<file path="src/analog_moving_average_quality_top_macros.svh">
// ----------------------------------------------------------------------------
// Assertion macros for the analog moving average quality block
// Concurrent checks that compile away when NO_ASSERTIONS is defined.
// ----------------------------------------------------------------------------
`ifndef ANALOG_MOVING_AVERAGE_QUALITY_TOP_MACROS_SVH
`define ANALOG_MOVING_AVERAGE_QUALITY_TOP_MACROS_SVH

`ifndef NO_ASSERTIONS
// same-cycle implication
`define AMAQ_ASSERT_SAME(label, clk, rst_n, ante, cons) \
	label: assert property (@(posedge clk) disable iff (!rst_n) (ante) |-> (cons)) \
		else $error("amaq check failed");
// next-cycle implication
`define AMAQ_ASSERT_NEXT(label, clk, rst_n, ante, cons) \
	label: assert property (@(posedge clk) disable iff (!rst_n) (ante) |=> (cons)) \
		else $error("amaq check failed");
`else
`define AMAQ_ASSERT_SAME(label, clk, rst_n, ante, cons)
`define AMAQ_ASSERT_NEXT(label, clk, rst_n, ante, cons)
`endif

`endif

</file>
<file path="src/amaq_pkg.sv">
// ----------------------------------------------------------------------------
// amaq_pkg
// Shared types, constants and scoring helpers for the moving average block.
// ----------------------------------------------------------------------------
package amaq_pkg;

	localparam int SAMPLE_W   = 16;
	localparam int CH_FIELD_W = 3;
	localparam int SCORE_W    = 7;
	localparam int CFG_IDX_W  = 1;
	localparam int CFG_DATA_W = 8;
	localparam int MASK_W     = 8;

	localparam int DEF_CHANNELS     = 8;
	localparam int DEF_FILTER_DEPTH = 8;

	// overall mean: up to 8 scores of at most 100
	localparam int QSUM_W  = 10;
	localparam int QCNT_W  = 4;
	localparam int QRCP_W  = 11;
	localparam int QSHIFT  = 10;

	typedef enum logic [CFG_IDX_W-1:0] {
		REG_FILTER_ENABLE       = 1'b0,
		REG_CHANNEL_ENABLE_MASK = 1'b1
	} cfg_reg_t;

	localparam logic [SCORE_W-1:0] Q_BEST  = 7'd100;
	localparam logic [SCORE_W-1:0] Q_GOOD  = 7'd95;
	localparam logic [SCORE_W-1:0] Q_FAIR  = 7'd90;
	localparam logic [SCORE_W-1:0] Q_POOR  = 7'd80;
	localparam logic [SCORE_W-1:0] Q_WORST = 7'd70;

	localparam logic [16:0] THR_BEST = 17'd10;
	localparam logic [16:0] THR_GOOD = 17'd50;
	localparam logic [16:0] THR_FAIR = 17'd100;
	localparam logic [16:0] THR_POOR = 17'd500;

	typedef enum logic [2:0] {
		S_IDLE,
		S_SUM,
		S_MUL,
		S_FIX,
		S_SCORE,
		S_QSUM,
		S_QMUL,
		S_DONE
	} state_t;

	typedef struct packed {
		logic                    wr;
		logic [CH_FIELD_W-1:0]   ch;
		logic [SCORE_W-1:0]      score;
		logic                    sum_en;
		logic                    mul_en;
	} qual_ctrl_t;

	// score from the change between two outputs, taken at 17 bits
	function automatic logic [SCORE_W-1:0] score_of(input logic signed [SAMPLE_W-1:0] cur,
		input logic signed [SAMPLE_W-1:0] prev);
		logic signed [SAMPLE_W:0] d;
		logic [SAMPLE_W:0] mag;
		logic [SCORE_W-1:0] s;
		d = {cur[SAMPLE_W-1], cur} - {prev[SAMPLE_W-1], prev};
		mag = d[SAMPLE_W] ? (SAMPLE_W+1)'(-d) : (SAMPLE_W+1)'(d);
		if (mag < THR_BEST)
			s = Q_BEST;
		else if (mag < THR_GOOD)
			s = Q_GOOD;
		else if (mag < THR_FAIR)
			s = Q_FAIR;
		else if (mag < THR_POOR)
			s = Q_POOR;
		else
			s = Q_WORST;
		return s;
	endfunction

	// floor(1024 / n) for the score mean
	function automatic logic [QRCP_W-1:0] qual_recip(input logic [QCNT_W-1:0] n);
		logic [QRCP_W-1:0] r;
		case (n)
			4'd1: r = 11'd1024;
			4'd2: r = 11'd512;
			4'd3: r = 11'd341;
			4'd4: r = 11'd256;
			4'd5: r = 11'd204;
			4'd6: r = 11'd170;
			4'd7: r = 11'd146;
			4'd8: r = 11'd128;
			default: r = 11'd0;
		endcase
		return r;
	endfunction

endpackage

</file>
<file path="src/amaq_if.sv">
// ----------------------------------------------------------------------------
// amaq interfaces
// Valid/ready channels for samples in and filtered results out.
// ----------------------------------------------------------------------------
interface amaq_in_if;
	logic                                       valid;
	logic                                       ready;
	logic [amaq_pkg::CH_FIELD_W-1:0]            channel;
	logic signed [amaq_pkg::SAMPLE_W-1:0]       raw_sample;
	logic                                       frame_end;

	modport source (output valid, output channel, output raw_sample, output frame_end,
		input ready);
	modport sink (input valid, input channel, input raw_sample, input frame_end,
		output ready);
endinterface

interface amaq_out_if;
	logic                                       valid;
	logic                                       ready;
	logic signed [amaq_pkg::SAMPLE_W-1:0]       filtered_value;
	logic [amaq_pkg::SCORE_W-1:0]               channel_quality;
	logic [amaq_pkg::SCORE_W-1:0]               overall_quality;
	logic                                       frame_done;

	modport source (output valid, output filtered_value, output channel_quality,
		output overall_quality, output frame_done, input ready);
	modport sink (input valid, input filtered_value, input channel_quality,
		input overall_quality, input frame_done, output ready);
endinterface

</file>
<file path="src/amaq_ring_ram.sv">
// ----------------------------------------------------------------------------
// amaq_ring_ram
// Sample ring storage: one write port, one read port, registered read data.
// ----------------------------------------------------------------------------
module amaq_ring_ram #(
	parameter int ADDR_W = 6
) (
	input  logic                                  clk,
	input  logic                                  we,
	input  logic [ADDR_W-1:0]                     waddr,
	input  logic signed [amaq_pkg::SAMPLE_W-1:0]  wdata,
	input  logic                                  re,
	input  logic [ADDR_W-1:0]                     raddr,
	output logic signed [amaq_pkg::SAMPLE_W-1:0]  rdata
);

	logic signed [amaq_pkg::SAMPLE_W-1:0] mem [2**ADDR_W];

	always_ff @(posedge clk) begin
		if (we)
			mem[waddr] <= wdata;
	end

	always_ff @(posedge clk) begin
		if (re)
			rdata <= mem[raddr];
	end

endmodule

</file>
<file path="src/amaq_quality.sv">
// ----------------------------------------------------------------------------
// amaq_quality
// Per-channel stored scores and the frame-end mean over enabled channels.
// ----------------------------------------------------------------------------
module amaq_quality #(
	parameter int CHANNELS = amaq_pkg::DEF_CHANNELS,
	parameter int CH_W     = 3
) (
	input  logic                              clk,
	input  logic                              arst_n,
	input  amaq_pkg::qual_ctrl_t              ctrl,
	input  logic [amaq_pkg::MASK_W-1:0]       mask,
	output logic [amaq_pkg::SCORE_W-1:0]      overall
);

	logic [amaq_pkg::SCORE_W-1:0]  stored_q [CHANNELS];
	logic [amaq_pkg::QSUM_W-1:0]   qsum_q;
	logic [amaq_pkg::QCNT_W-1:0]   qcnt_q;
	logic [amaq_pkg::QSUM_W+amaq_pkg::QRCP_W-1:0] qprod_q;

	logic [amaq_pkg::QSUM_W-1:0]   sum_d;
	logic [amaq_pkg::QCNT_W-1:0]   cnt_d;
	logic [amaq_pkg::QRCP_W-1:0]   q0;
	logic [amaq_pkg::QRCP_W-1:0]   qn;
	logic [amaq_pkg::QRCP_W-1:0]   rem;
	logic [amaq_pkg::QRCP_W-1:0]   qfix;

	always_ff @(posedge clk or negedge arst_n) begin
		if (!arst_n) begin
			for (int c = 0; c < CHANNELS; c++)
				stored_q[c] <= amaq_pkg::Q_BEST;
		end else if (ctrl.wr) begin
			stored_q[ctrl.ch[CH_W-1:0]] <= ctrl.score;
		end
	end

	always_comb begin
		sum_d = '0;
		cnt_d = '0;
		for (int c = 0; c < CHANNELS; c++) begin
			if (mask[c]) begin
				sum_d = sum_d + amaq_pkg::QSUM_W'(stored_q[c]);
				cnt_d = cnt_d + 1'b1;
			end
		end
	end

	always_ff @(posedge clk) begin
		if (ctrl.sum_en) begin
			qsum_q <= sum_d;
			qcnt_q <= cnt_d;
		end
		if (ctrl.mul_en)
			qprod_q <= (amaq_pkg::QSUM_W+amaq_pkg::QRCP_W)'(qsum_q)
				* (amaq_pkg::QSUM_W+amaq_pkg::QRCP_W)'(amaq_pkg::qual_recip(qcnt_q));
	end

	// reciprocal estimate is at most one low: fix it with the remainder
	always_comb begin
		q0   = qprod_q[amaq_pkg::QSHIFT +: amaq_pkg::QRCP_W];
		qn   = amaq_pkg::QRCP_W'(q0 * amaq_pkg::QRCP_W'(qcnt_q));
		rem  = amaq_pkg::QRCP_W'(qsum_q) - qn;
		qfix = (rem >= amaq_pkg::QRCP_W'(qcnt_q)) ? q0 + 1'b1 : q0;
		if (qcnt_q == '0)
			overall = amaq_pkg::Q_BEST;
		else
			overall = qfix[amaq_pkg::SCORE_W-1:0];
	end

endmodule

</file>
<file path="src/analog_moving_average_quality_top.sv">
// ----------------------------------------------------------------------------
// analog_moving_average_quality_top
// Multichannel moving average with per-channel quality scoring.
// ----------------------------------------------------------------------------
// The sequencer steps each accepted sample through the ring read,
// running-sum update, reciprocal multiply, remainder correction and
// scoring, plus two steps for the score mean when frame_end is set, and
// then waits in its done state until the output register is free before
// it is ready again. The ring lives in one synchronous RAM of
// 2^CH_W x 2^ceil(log2(FILTER_DEPTH)) words; per-channel running sums and
// a ring-full flag stand in for clearing it, so the block is ready at once
// after reset. A finished result waits in the output register while the
// next sample is taken.
// ----------------------------------------------------------------------------
`include "analog_moving_average_quality_top_macros.svh"

module analog_moving_average_quality_top #(
	parameter int CHANNELS     = amaq_pkg::DEF_CHANNELS,
	parameter int FILTER_DEPTH = amaq_pkg::DEF_FILTER_DEPTH
) (
	input  logic                                 clk,
	input  logic                                 arst_n,
	amaq_in_if.sink                              sample_in,
	amaq_out_if.source                           result_out,
	input  logic                                 cfg_we,
	input  logic [amaq_pkg::CFG_IDX_W-1:0]       cfg_index,
	input  logic [amaq_pkg::CFG_DATA_W-1:0]      cfg_wdata
);

	localparam int SW     = amaq_pkg::SAMPLE_W;
	localparam int CH_W   = (CHANNELS > 1) ? $clog2(CHANNELS) : 1;
	localparam int PW     = $clog2(FILTER_DEPTH);
	localparam int ADDR_W = CH_W + PW;
	localparam int SUM_W  = SW + PW;
	localparam logic [SUM_W-1:0] DEPTH_C = SUM_W'(FILTER_DEPTH);
	localparam logic [SUM_W-1:0] RECIP_C = SUM_W'((2**SUM_W) / FILTER_DEPTH);
	localparam logic [PW-1:0]    LAST_POS = PW'(FILTER_DEPTH - 1);

	amaq_pkg::state_t state_q, state_d;

	logic                                 filter_en_q;
	logic [amaq_pkg::MASK_W-1:0]          mask_q;

	logic [PW-1:0]                        pos_q  [CHANNELS];
	logic                                 full_q [CHANNELS];
	logic signed [SUM_W-1:0]              rsum_q [CHANNELS];
	logic signed [SW-1:0]                 prev_q [CHANNELS];

	logic [amaq_pkg::CH_FIELD_W-1:0]      ch_q;
	logic                                 ch_ok_q;
	logic signed [SW-1:0]                 raw_q;
	logic                                 fe_q;
	logic [ADDR_W-1:0]                    addr_q;

	logic signed [SUM_W-1:0]              sum_q;
	logic                                 neg_q;
	logic [SUM_W-1:0]                     mag_q;
	logic [2*SUM_W-1:0]                   prod_q;
	logic signed [SW-1:0]                 value_q;
	logic [amaq_pkg::SCORE_W-1:0]         score_q;

	logic                                 out_valid_q;
	logic signed [SW-1:0]                 out_value_q;
	logic [amaq_pkg::SCORE_W-1:0]         out_score_q;
	logic [amaq_pkg::SCORE_W-1:0]         out_overall_q;
	logic                                 out_fd_q;

	logic                                 accept;
	logic                                 done_fire;
	logic                                 filt_active;
	logic [CH_W-1:0]                      in_ci;
	logic [CH_W-1:0]                      ci;
	logic [ADDR_W-1:0]                    rd_addr;
	logic signed [SW-1:0]                 rd_data;
	logic signed [SW-1:0]                 old_sample;
	logic signed [SUM_W-1:0]              new_sum;
	logic [SUM_W-1:0]                     mag_d;
	logic [SUM_W-1:0]                     q0;
	logic [SUM_W-1:0]                     rem;
	logic [SUM_W-1:0]                     qfix;
	logic [SW-1:0]                        q16;
	logic signed [SW-1:0]                 avg;
	logic [amaq_pkg::SCORE_W-1:0]         score_d;
	logic [amaq_pkg::SCORE_W-1:0]         overall;
	amaq_pkg::qual_ctrl_t                 qctrl;

	assign accept      = sample_in.valid && sample_in.ready;
	assign done_fire   = (state_q == amaq_pkg::S_DONE) && (!out_valid_q || result_out.ready);
	assign filt_active = filter_en_q && ch_ok_q;
	assign in_ci       = sample_in.channel[CH_W-1:0];
	assign ci          = ch_q[CH_W-1:0];
	assign rd_addr     = {in_ci, pos_q[in_ci]};

	// configuration
	always_ff @(posedge clk or negedge arst_n) begin
		if (!arst_n) begin
			filter_en_q <= 1'b1;
			mask_q      <= '1;
		end else if (cfg_we) begin
			case (cfg_index)
				amaq_pkg::REG_FILTER_ENABLE:       filter_en_q <= cfg_wdata[0];
				amaq_pkg::REG_CHANNEL_ENABLE_MASK: mask_q      <= cfg_wdata;
				default: ;
			endcase
		end
	end

	// sequencer
	always_ff @(posedge clk or negedge arst_n) begin
		if (!arst_n)
			state_q <= amaq_pkg::S_IDLE;
		else
			state_q <= state_d;
	end

	always_comb begin
		state_d = state_q;
		sample_in.ready = 1'b0;
		case (state_q)
			amaq_pkg::S_IDLE: begin
				sample_in.ready = 1'b1;
				if (sample_in.valid)
					state_d = amaq_pkg::S_SUM;
			end
			amaq_pkg::S_SUM:   state_d = amaq_pkg::S_MUL;
			amaq_pkg::S_MUL:   state_d = amaq_pkg::S_FIX;
			amaq_pkg::S_FIX:   state_d = amaq_pkg::S_SCORE;
			amaq_pkg::S_SCORE: state_d = fe_q ? amaq_pkg::S_QSUM : amaq_pkg::S_DONE;
			amaq_pkg::S_QSUM:  state_d = amaq_pkg::S_QMUL;
			amaq_pkg::S_QMUL:  state_d = amaq_pkg::S_DONE;
			amaq_pkg::S_DONE: begin
				if (!out_valid_q || result_out.ready)
					state_d = amaq_pkg::S_IDLE;
			end
			default: state_d = amaq_pkg::S_IDLE;
		endcase
	end

	// capture the beat
	always_ff @(posedge clk) begin
		if (accept) begin
			ch_q    <= sample_in.channel;
			ch_ok_q <= ((amaq_pkg::CH_FIELD_W+1)'(sample_in.channel)
				< (amaq_pkg::CH_FIELD_W+1)'(CHANNELS));
			raw_q   <= sample_in.raw_sample;
			fe_q    <= sample_in.frame_end;
			addr_q  <= rd_addr;
		end
	end

	amaq_ring_ram #(
		.ADDR_W (ADDR_W)
	) u_ring (
		.clk   (clk),
		.we    ((state_q == amaq_pkg::S_SUM) && filt_active),
		.waddr (addr_q),
		.wdata (raw_q),
		.re    (accept),
		.raddr (rd_addr),
		.rdata (rd_data)
	);

	// slot never written before reads as zero
	assign old_sample = full_q[ci] ? rd_data : '0;
	assign new_sum = rsum_q[ci] - {{PW{old_sample[SW-1]}}, old_sample}
		+ {{PW{raw_q[SW-1]}}, raw_q};

	// per-channel ring bookkeeping and previous output
	always_ff @(posedge clk or negedge arst_n) begin
		if (!arst_n) begin
			for (int c = 0; c < CHANNELS; c++) begin
				pos_q[c]  <= '0;
				full_q[c] <= 1'b0;
				rsum_q[c] <= '0;
				prev_q[c] <= '0;
			end
		end else begin
			if ((state_q == amaq_pkg::S_SUM) && filt_active) begin
				rsum_q[ci] <= new_sum;
				if (pos_q[ci] == LAST_POS) begin
					pos_q[ci]  <= '0;
					full_q[ci] <= 1'b1;
				end else begin
					pos_q[ci] <= pos_q[ci] + 1'b1;
				end
			end
			if ((state_q == amaq_pkg::S_SCORE) && ch_ok_q)
				prev_q[ci] <= value_q;
		end
	end

	// divide by depth: reciprocal multiply, then one correction step
	assign mag_d = sum_q[SUM_W-1] ? SUM_W'(-sum_q) : SUM_W'(sum_q);

	always_comb begin
		q0   = prod_q[SUM_W +: SUM_W];
		rem  = mag_q - SUM_W'(q0 * DEPTH_C);
		qfix = (rem >= DEPTH_C) ? q0 + 1'b1 : q0;
		q16  = qfix[SW-1:0];
		avg  = neg_q ? SW'(-q16) : SW'(q16);
	end

	assign score_d = ch_ok_q ? amaq_pkg::score_of(value_q, prev_q[ci]) : amaq_pkg::Q_BEST;

	always_ff @(posedge clk) begin
		if (state_q == amaq_pkg::S_SUM)
			sum_q <= new_sum;
		if (state_q == amaq_pkg::S_MUL) begin
			neg_q  <= sum_q[SUM_W-1];
			mag_q  <= mag_d;
			prod_q <= (2*SUM_W)'(mag_d) * (2*SUM_W)'(RECIP_C);
		end
		if (state_q == amaq_pkg::S_FIX)
			value_q <= filt_active ? avg : raw_q;
		if (state_q == amaq_pkg::S_SCORE)
			score_q <= score_d;
	end

	always_comb begin
		qctrl.wr     = (state_q == amaq_pkg::S_SCORE) && ch_ok_q;
		qctrl.ch     = ch_q;
		qctrl.score  = score_d;
		qctrl.sum_en = (state_q == amaq_pkg::S_QSUM);
		qctrl.mul_en = (state_q == amaq_pkg::S_QMUL);
	end

	amaq_quality #(
		.CHANNELS (CHANNELS),
		.CH_W     (CH_W)
	) u_quality (
		.clk     (clk),
		.arst_n  (arst_n),
		.ctrl    (qctrl),
		.mask    (mask_q),
		.overall (overall)
	);

	// output register
	always_ff @(posedge clk or negedge arst_n) begin
		if (!arst_n)
			out_valid_q <= 1'b0;
		else if (done_fire)
			out_valid_q <= 1'b1;
		else if (result_out.ready)
			out_valid_q <= 1'b0;
	end

	always_ff @(posedge clk) begin
		if (done_fire) begin
			out_value_q   <= value_q;
			out_score_q   <= score_q;
			out_overall_q <= fe_q ? overall : '0;
			out_fd_q      <= fe_q;
		end
	end

	assign result_out.valid           = out_valid_q;
	assign result_out.filtered_value  = out_value_q;
	assign result_out.channel_quality = out_score_q;
	assign result_out.overall_quality = out_overall_q;
	assign result_out.frame_done      = out_fd_q;

	`AMAQ_ASSERT_NEXT(a_accept_starts, clk, arst_n, accept, state_q == amaq_pkg::S_SUM)
	`AMAQ_ASSERT_NEXT(a_done_loads, clk, arst_n, done_fire, out_valid_q && state_q == amaq_pkg::S_IDLE)
	`AMAQ_ASSERT_SAME(a_overall_idle, clk, arst_n, result_out.valid && !result_out.frame_done, result_out.overall_quality == '0)
	`AMAQ_ASSERT_SAME(a_score_range, clk, arst_n, result_out.valid, result_out.channel_quality >= amaq_pkg::Q_WORST && result_out.channel_quality <= amaq_pkg::Q_BEST)

endmodule
</file>
<file path="src/flat_wrapper.sv">
// flat-port wrapper written by rule: the top's interface ports become plain ports
module analog_moving_average_quality_top_flat 
#(
	parameter int CHANNELS     = amaq_pkg::DEF_CHANNELS,
	parameter int FILTER_DEPTH = amaq_pkg::DEF_FILTER_DEPTH
)
  (clk, arst_n, cfg_we, cfg_index, cfg_wdata, sample_in_valid, sample_in_channel, sample_in_raw_sample, sample_in_frame_end, sample_in_ready, result_out_valid, result_out_filtered_value, result_out_channel_quality, result_out_overall_quality, result_out_frame_done, result_out_ready);
  amaq_in_if sample_in_i ();
  amaq_out_if result_out_i ();
  input  logic clk;
  input  logic arst_n;
  input  logic cfg_we;
  input  logic [amaq_pkg::CFG_IDX_W-1:0] cfg_index;
  input  logic [amaq_pkg::CFG_DATA_W-1:0] cfg_wdata;
  input wire logic [$bits(sample_in_i.valid)-1:0] sample_in_valid;
  input wire logic [$bits(sample_in_i.channel)-1:0] sample_in_channel;
  input wire logic [$bits(sample_in_i.raw_sample)-1:0] sample_in_raw_sample;
  input wire logic [$bits(sample_in_i.frame_end)-1:0] sample_in_frame_end;
  output wire logic [$bits(sample_in_i.ready)-1:0] sample_in_ready;
  output wire logic [$bits(result_out_i.valid)-1:0] result_out_valid;
  output wire logic [$bits(result_out_i.filtered_value)-1:0] result_out_filtered_value;
  output wire logic [$bits(result_out_i.channel_quality)-1:0] result_out_channel_quality;
  output wire logic [$bits(result_out_i.overall_quality)-1:0] result_out_overall_quality;
  output wire logic [$bits(result_out_i.frame_done)-1:0] result_out_frame_done;
  input wire logic [$bits(result_out_i.ready)-1:0] result_out_ready;
  assign sample_in_i.valid = sample_in_valid;
  assign sample_in_i.channel = sample_in_channel;
  assign sample_in_i.raw_sample = sample_in_raw_sample;
  assign sample_in_i.frame_end = sample_in_frame_end;
  assign sample_in_ready = sample_in_i.ready;
  assign result_out_valid = result_out_i.valid;
  assign result_out_filtered_value = result_out_i.filtered_value;
  assign result_out_channel_quality = result_out_i.channel_quality;
  assign result_out_overall_quality = result_out_i.overall_quality;
  assign result_out_frame_done = result_out_i.frame_done;
  assign result_out_i.ready = result_out_ready;
  analog_moving_average_quality_top #(.CHANNELS(CHANNELS), .FILTER_DEPTH(FILTER_DEPTH)) u_core (.clk(clk), .arst_n(arst_n), .sample_in(sample_in_i), .result_out(result_out_i), .cfg_we(cfg_we), .cfg_index(cfg_index), .cfg_wdata(cfg_wdata));
endmodule
</file>
<file path="config.mk">
export PLATFORM = sky130hd
export DESIGN_NAME = analog_moving_average_quality_top_flat
export DESIGN_NICKNAME = d
export VERILOG_FILES = /design/src/amaq_pkg.sv /design/src/amaq_if.sv /design/src/amaq_ring_ram.sv /design/src/amaq_quality.sv /design/src/analog_moving_average_quality_top.sv /design/src/flat_wrapper.sv
export VERILOG_INCLUDE_DIRS = /design/src /design/src/src
export SDC_FILE = /design/constraint.sdc
export NUM_CORES = 2
export LEC_CHECK = 0
export BUFFER_PORTS_ARGS = -buffer_cell sky130_fd_sc_hd__buf_2
export CAP_MARGIN = 5
export CORE_MARGIN = 2
export CORE_UTILIZATION = 59
export CTS_CLUSTER_DIAMETER = 120
export CTS_CLUSTER_SIZE = 12
export DETAILED_ROUTE_END_ITERATION = 8
export PLACE_DENSITY = 0.75
export RECOVER_POWER = 25
export SYNTH_ARGS = -nofsm -noshare
export SYNTH_HDL_FRONTEND = slang
export SYNTH_SLANG_ARGS = --single-unit
</file>
<file path="constraint.sdc">
create_clock -name clk -period 15.2 [get_ports clk]
set_clock_uncertainty 0.2 [all_clocks]
set_input_delay 1.52 -clock clk [delete_from_list [all_inputs] [get_ports clk]]
set_output_delay 1.52 -clock clk [all_outputs]
set_load 0.05 [all_outputs]
</file>
* Yosys cells after proc, flatten, opt, wreduce, memory -nomap -nowiden
Memory sizes are Yosys's and may differ from the RTL's. A register that Yosys moved wholly into a read port is not among the register bits.
Cells that the tools add are included.
Widths: inputs -> output; s select.
** Word-level totals
- Register bits :: 535
- Bits in writable memories :: 1024
- Memory bits (read-only) :: 176
- Input port bits :: 34
- Output and inout port bits :: 33
- Logic and storage cells :: 200
- Memories :: 2
** Memory list
- u_core.u_ring.mem :: words 64, bits a word 16, read ports 1, clocked after Yosys merged registers in 1, write ports 1, RTL line amaq_ring_ram.sv:17 : logic signed [amaq_pkg::SAMPLE_W-1:0] mem [2**ADDR_W];
- (no name shown) :: words 16, bits a word 11, read ports 1, clocked after Yosys merged registers in 1, write ports 0, RTL line amaq_pkg.sv:82 : case (n)
** Operators by class
- $add $sub $neg :: 25
- Multipliers :: 2
- Magnitude comparators :: 9
- Equality and inequality tests :: 10
- Muxes and demuxes :: 69
- Bitwise logic cells :: 7
- Reductions and logical operators :: 14
** Operators with widths (count)
- $bwmux 152 :: 1
- $bwmux 128 :: 1
- $mux 16 :: 7
- $add 10x7->10 :: 7
- $mux 10 :: 7
- $bmux 19 s3 :: 1
- $demux 19 s3 :: 1
- $mux 19 :: 3
- $bwmux 56 :: 1
- $mux 7 :: 7
- $bmux 16 s3 :: 1
- $demux 16 s3 :: 1
- $sub 19x19->19 :: 2
- $mux 4 :: 8
- $add 4x1->4 const B :: 7
- $and 24x24->24 :: 1
- $bwmux 24 :: 1
- $mux 24 :: 1
- $not 24->24 :: 1
- $pmux 3 s8 :: 1
- $demux 7 s3 :: 1
- $mul 10x11->21 :: 1
- $mux 3 :: 7
- $add 19x19->19 :: 1
- 42 further kinds :: 66

* Logic depth before layout (Yosys ltp)
- Depth after elaboration :: 16
- Depth in mapped cells :: 40
- Mapped depth without buffers :: 38

* Cells and area by module
A second synthesis with hierarchy kept.
** Second synthesis, totals
- Cells, all modules :: 4786
- Area total of the unflattened synthesis :: 72532.1 µm²
** By module, submodules not included
- amaq_ring_ram :: instances 1, cells an instance 1829, area each 40202.3 µm², sequential area each 31230.0 µm²
- analog_moving_average_quality_top :: instances 1, cells an instance 1761, area each 21003.9 µm², sequential area each 11477.3 µm²
- amaq_quality :: instances 1, cells an instance 1196, area each 11325.9 µm², sequential area each 2382.3 µm²

* Least setup slack after synthesis
OpenSTA, ideal clock, no wires.
- Path type :: reg2reg
- From :: register u_core.mask_q[0] in the netlist's numbering
- To :: register u_core.u_quality.qsum_q[9] in the netlist's numbering, data pin
- Arrival :: 7.037 ns
- Data required time :: 14.733 ns
- Slack :: 7.696 ns
- Cell stages (with the launch flop) :: 36
- Buffers on the path :: 2
- Clock period less this slack :: 7.504 ns
- Cells stage by stage :: dfstp_2 -> buf_2 -> clkbuf_1 -> and2_1 -> ha_1 -> mux2_2 -> ha_1 -> fa_1 -> mux2i_1 -> inv_1 -> ha_1 -> a21o_1 -> a21oi_1 -> nor2b_1 -> o21a_1 -> o21ai_0 -> o21ai_0 -> a21oi_1 -> ha_1 -> xnor2_1 -> mux2_2 -> ha_1 -> o21a_1 -> o21ai_0 -> o21a_1 -> ha_1 -> xnor2_1 -> nand2_1 -> nand2_1 -> ha_1 -> inv_1 -> o21bai_1 -> o21ai_2 -> nor4b_1 -> mux2i_1 -> xor2_1
** Between the ends
- Word-level cells in the longest chain between the ends :: 15
** RTL lines
- start: declaration :: RTL line analog_moving_average_quality_top.sv:42 : logic [amaq_pkg::MASK_W-1:0] mask_q;
- start signal: assignment :: RTL line analog_moving_average_quality_top.sv:102 : amaq_pkg::REG_CHANNEL_ENABLE_MASK: mask_q <= cfg_wdata;
- $mux 7 * :: RTL line amaq_quality.sv:41 : if (mask[c]) begin
- $add 10x7->10 :: RTL line amaq_quality.sv:42 : sum_d = sum_d + amaq_pkg::QSUM_W'(stored_q[c]);
- $mux 10 * :: RTL line amaq_quality.sv:41
- $add 10x7->10 :: RTL line amaq_quality.sv:42
- $mux 10 * :: RTL line amaq_quality.sv:41
- $add 10x7->10 :: RTL line amaq_quality.sv:42
- $mux 10 * :: RTL line amaq_quality.sv:41
- $add 10x7->10 :: RTL line amaq_quality.sv:42
- $mux 10 * :: RTL line amaq_quality.sv:41
- $add 10x7->10 :: RTL line amaq_quality.sv:42
- $mux 10 * :: RTL line amaq_quality.sv:41
- $add 10x7->10 :: RTL line amaq_quality.sv:42
- $mux 10 * :: RTL line amaq_quality.sv:41
- $add 10x7->10 :: RTL line amaq_quality.sv:42
- $mux 10 * :: RTL line amaq_quality.sv:41
- via u_core.u_quality.sum_d, one bit :: RTL line amaq_quality.sv:21 : logic [amaq_pkg::QSUM_W-1:0] sum_d;
- end signal: assignment :: RTL line amaq_quality.sv:50 : qsum_q <= sum_d;
- end: declaration :: RTL line amaq_quality.sv:17 : logic [amaq_pkg::QSUM_W-1:0] qsum_q;
Mark *: on every way through the listed nets, which the timed path passes. The rest lies on a longest branch.
A chain may end at the register's enable or synchronous reset.

* Final worst setup path
Same ends and word-level chain as after synthesis.

==> impl_metrics.json <==
{
  "netlist_area_mm2": 0.0721,
  "cts_tree": "built",
  "num_vias": 48000,
  "synth-main-ff-cell": "edfxtp_1",
  "grt_util_met2_pct": 47.6,
  "fill_cells": 8875,
  "busiest_layer": "met2",
  "die-area_mm2": 0.125,
  "rows": 128,
  "cts_buffers": 147,
  "grt_start_max_net_pins": 209,
  "critPathKind": "flip-flop to flip-flop",
  "syn_inst": 6031,
  "max_stage_delay_ns": 0.71,
  "grt_use_total_pct": 29.2,
  "post-route-min-period_ns": 7.95,
  "hpwl_um": 110000,
  "io_buffer_count": 65,
  "clk_latency_ns": 0.79,
  "min_period_over_period_pct": 52.3,
  "synth_nets": 6347,
  "fp.dieW_um": 354,
  "ys_seq_elements": 1559,
  "crit_path_end_kind": "flip-flop",
  "p_leak_nw": 30.8,
  "fin_util_pct": 64.4,
  "grt_pass1_wl_um": 279000,
  "area_growth_pct": 8.61,
  "cp_common_cell": "ha_1",
  "multi_input_area_mm2": 0.0252,
  "final_nets": 6343,
  "syn_area_per_cell_um2": 12.0,
  "drtAntennaViolNets": 0,
  "setup_viol": 0,
  "powerDensity_mw_per_mm2": 178,
  "synthArstFlopShare_pct": 23.9,
  "relSlewSlack_pct": -279,
  "postCtsSetupRepairBufs": 0,
  "final.setup.tns_ns": 0,
  "peakVddDrop_mv": 0.192,
  "slowest_stage": "dfstp_2",
  "avgRoutedWirePerCell_um": 23.6,
  "layout-drive-gt1-share_pct": 10.1,
  "via_per_inst": 6.22,
  "regArea_mm2": 0.0449,
  "drtPass1Iterations": 8,
  "crit_fanout": 18,
  "whs_ns": 0.215,
  "rsz0062_at_grt": "no",
  "yosys_warnings": 0,
  "clkTransAtPathRegs_ns": 0.07,
  "status": "complete, but fails checks",
  "antenna_found_initial": 9,
  "cts_root_buf": "clkbuf_16",
  "pin_count": 67,
  "violations": "max-capacitance violations, max-slew violations",
  "routabilityCongestion": 0.874,
  "startpoint_type": "flip-flop",
  "synth_cell_type_count": 90,
  "wirelength_um": 182000,
  "fmax_ghz": 0.126,
  "hold_viol_final": 0,
  "hold_path_class": "flip-flop to flip-flop",
  "drc": 0,
  "cts_resized": 0,
  "hold_buffers": 0,
  "overflow": 0,
  "required_ns": 15.53,
  "grt_pass1_vias": 47200,
  "core_area_mm2": 0.122,
  "use_met3_pct": 5.49,
  "drv_cap": 18,
  "first_iter_violations": 5757,
  "drv_slew": 843,
  "worst_pin_slew_ns": 5.68,
  "synth_edf_count": 1176,
  "grtUsageMet1_pct": 38.9,
  "ctsHtreeMaxLevel": 4,
  "cts_buffer_depth": 3,
  "total_power_mw": 14.0,
  "cp.arrival_ns": 8.28,
  "cts_sinks": 1559,
  "yosysSeqAreaShare_pct": 62.3,
  "dieHeight_um": 354,
  "floorplan.initialDensity_pct": 59.3
}
-- cell usage in the layout (no fill, tap or decap), drive strengths merged, types with 101 or more instances in the layout --
| cell type | synthesis | routed |
|---|---|---|
| inv | 167 | 172 |
| nand2 | 1671 | 1671 |
| ha | 165 | 165 |
| buf | 41 | 188 |
| mux2 | 105 | 105 |
| fa | 117 | 117 |
| nor2 | 156 | 156 |
| edfxtp | 1176 | 1176 |
| and3 | 284 | 284 |
| a31oi | 271 | 271 |
| clkbuf | 325 | 229 |
| dfrtp | 348 | 348 |
| o21ai | 256 | 256 |
| xnor2 | 101 | 101 |
-- power by group --
group	internal, mW	total (mW)	leakage, nW	switching, mW
Clock	1.80	3.32	1.98	1.52
Combinational	2.00	5.12	13.3	3.12
Sequential	5.14	5.52	15.6	0.383
Total	8.94	14.0	30.8	5.02
-- cell type report --
type / count / area share, %
clock buffer: 204 / 5.05
sequential: 1559 / 57.3
clock inverter: 8 / 0.179
antenna: 2 / 0.00639
multi-input combinational: 3938 / 32.3
tap: 1625 / 2.60
inverter: 168 / 0.825
timing repair buffer: 213 / 1.76
-- sequential cells by signal, indices dropped and copies added, names as in the netlist, 10 cells and up, named ones only --
| name | cells |
|---|---|
| u_core.raw_q | 16 |
| u_core.value_q | 16 |
| u_core.u_ring.rdata | 16 |
| u_core.u_quality.stored_q | 48 |
| u_core.result_out.filtered_value | 16 |
| u_core.mag_q | 16 |
| u_core.rsum_q | 152 |
| u_core.sum_q | 19 |
| u_core.u_quality.qprod_q | 11 |
| u_core.u_quality.qsum_q | 10 |
| u_core.prev_q | 128 |
| u_core.u_ring.mem | 1024 |
| u_core.pos_q | 24 |
-- path summary, 6_finish.rpt --
kind / startpoint / endpoint / slack [ns] / cells after the start
max in group asynchronous: arst_n / u_core.result_out.valid / 8.42 / 3
max: u_core.mask_q[0] / u_core.u_quality.qsum_q[9] / 7.25 / 35
min: u_core.score_q[3] / u_core.result_out.channel_quality[3] / 0.21 / 0
max reg2reg: u_core.mask_q[0] / u_core.u_quality.qsum_q[9] / 7.25 / 35
min in group asynchronous: arst_n / u_core.rsum_q[151] / 2.64 / 1
min reg2reg: u_core.score_q[3] / u_core.result_out.channel_quality[3] / 0.21 / 0
-- through the flow --
| stage | instances | cell area, um^2 | setup slack (ns) |
|---|---|---|---|
| after floorplan | 6031 | 72100 | 7.70 |
| after global placement | 7503 | 74300 | 7.37 |
| after detailed placement | 7503 | 74300 | 7.30 |
| after CTS | 7715 | 78400 | 7.27 |
| after global routing | 7715 | 78300 | 6.58 |
| final | 7717 | 78300 | 7.25 |
-- worst max-delay path: cells and delay by family (launching register included) --
family	cells	cell delay, ns
mux	2	0.44
fa+ha+maj	7	2.04
simple gates	6	0.79
flops	1	0.71
compound gates	13	2.47
xor+xnor	6	0.96
buf+inv	1	0.07
-- cells in the mapped netlist (10+ instances only) --
cell type     n  area share [%]
a221oi_1     16            0.19
o31ai_1      21            0.22
nand2_1    1671             8.7
nor2b_1      25            0.22
nor4_1       27            0.23
fa_1        117             3.2
a22o_1       16            0.19
mux4_2       86             2.7
dfxtp_1      10            0.28
nand3_1      25            0.17
a31oi_1     270             2.3
xnor2_1      99             1.2
o21ai_1      22            0.15
o21a_1       24            0.25
a21o_1       23            0.24
clkbuf_1    325             1.7
o21ai_0     233             1.6
a211oi_1     18            0.19
buf_2        18            0.12
mux2i_1      15            0.21
dfrtp_1     348              12
mux2_2      103             1.6
and3_1      284             2.5
ha_1        165             2.9
edfxtp_1   1176              49
o22ai_1      84            0.73
a21oi_1      74            0.51
buf_1        21            0.11
inv_1       163            0.85
a22oi_1      49            0.51
dfstp_2      25            0.91
nor2_1      156            0.81
nand2b_1     16            0.14
or3_1        17            0.15
and2_1       67            0.58
xor2_1       42            0.51
nor3_1       26            0.18
o21bai_1     21            0.22
-- metal layers --
metal	vias to the layer above	share of wire [%]
met4	10	4.3
met2	2381	48
met3	422	9.2
met1	23700	38
met5	-	0.036
li1	21500	-
-- cells by family after synthesis --
group,count (synthesis),share of synthesized area [%]
and+or+nand+nor,2370,14.3
adders and majority gates,283,6.13
other,1,0.00520
muxes,207,4.55
buffers and inverters,534,2.82
DFF,1559,62.3
AOI/OAI and AO/OA,932,8.15
xor gates and xnor gates,145,1.82
No activity file was read; power rests on OpenSTA's default activity.
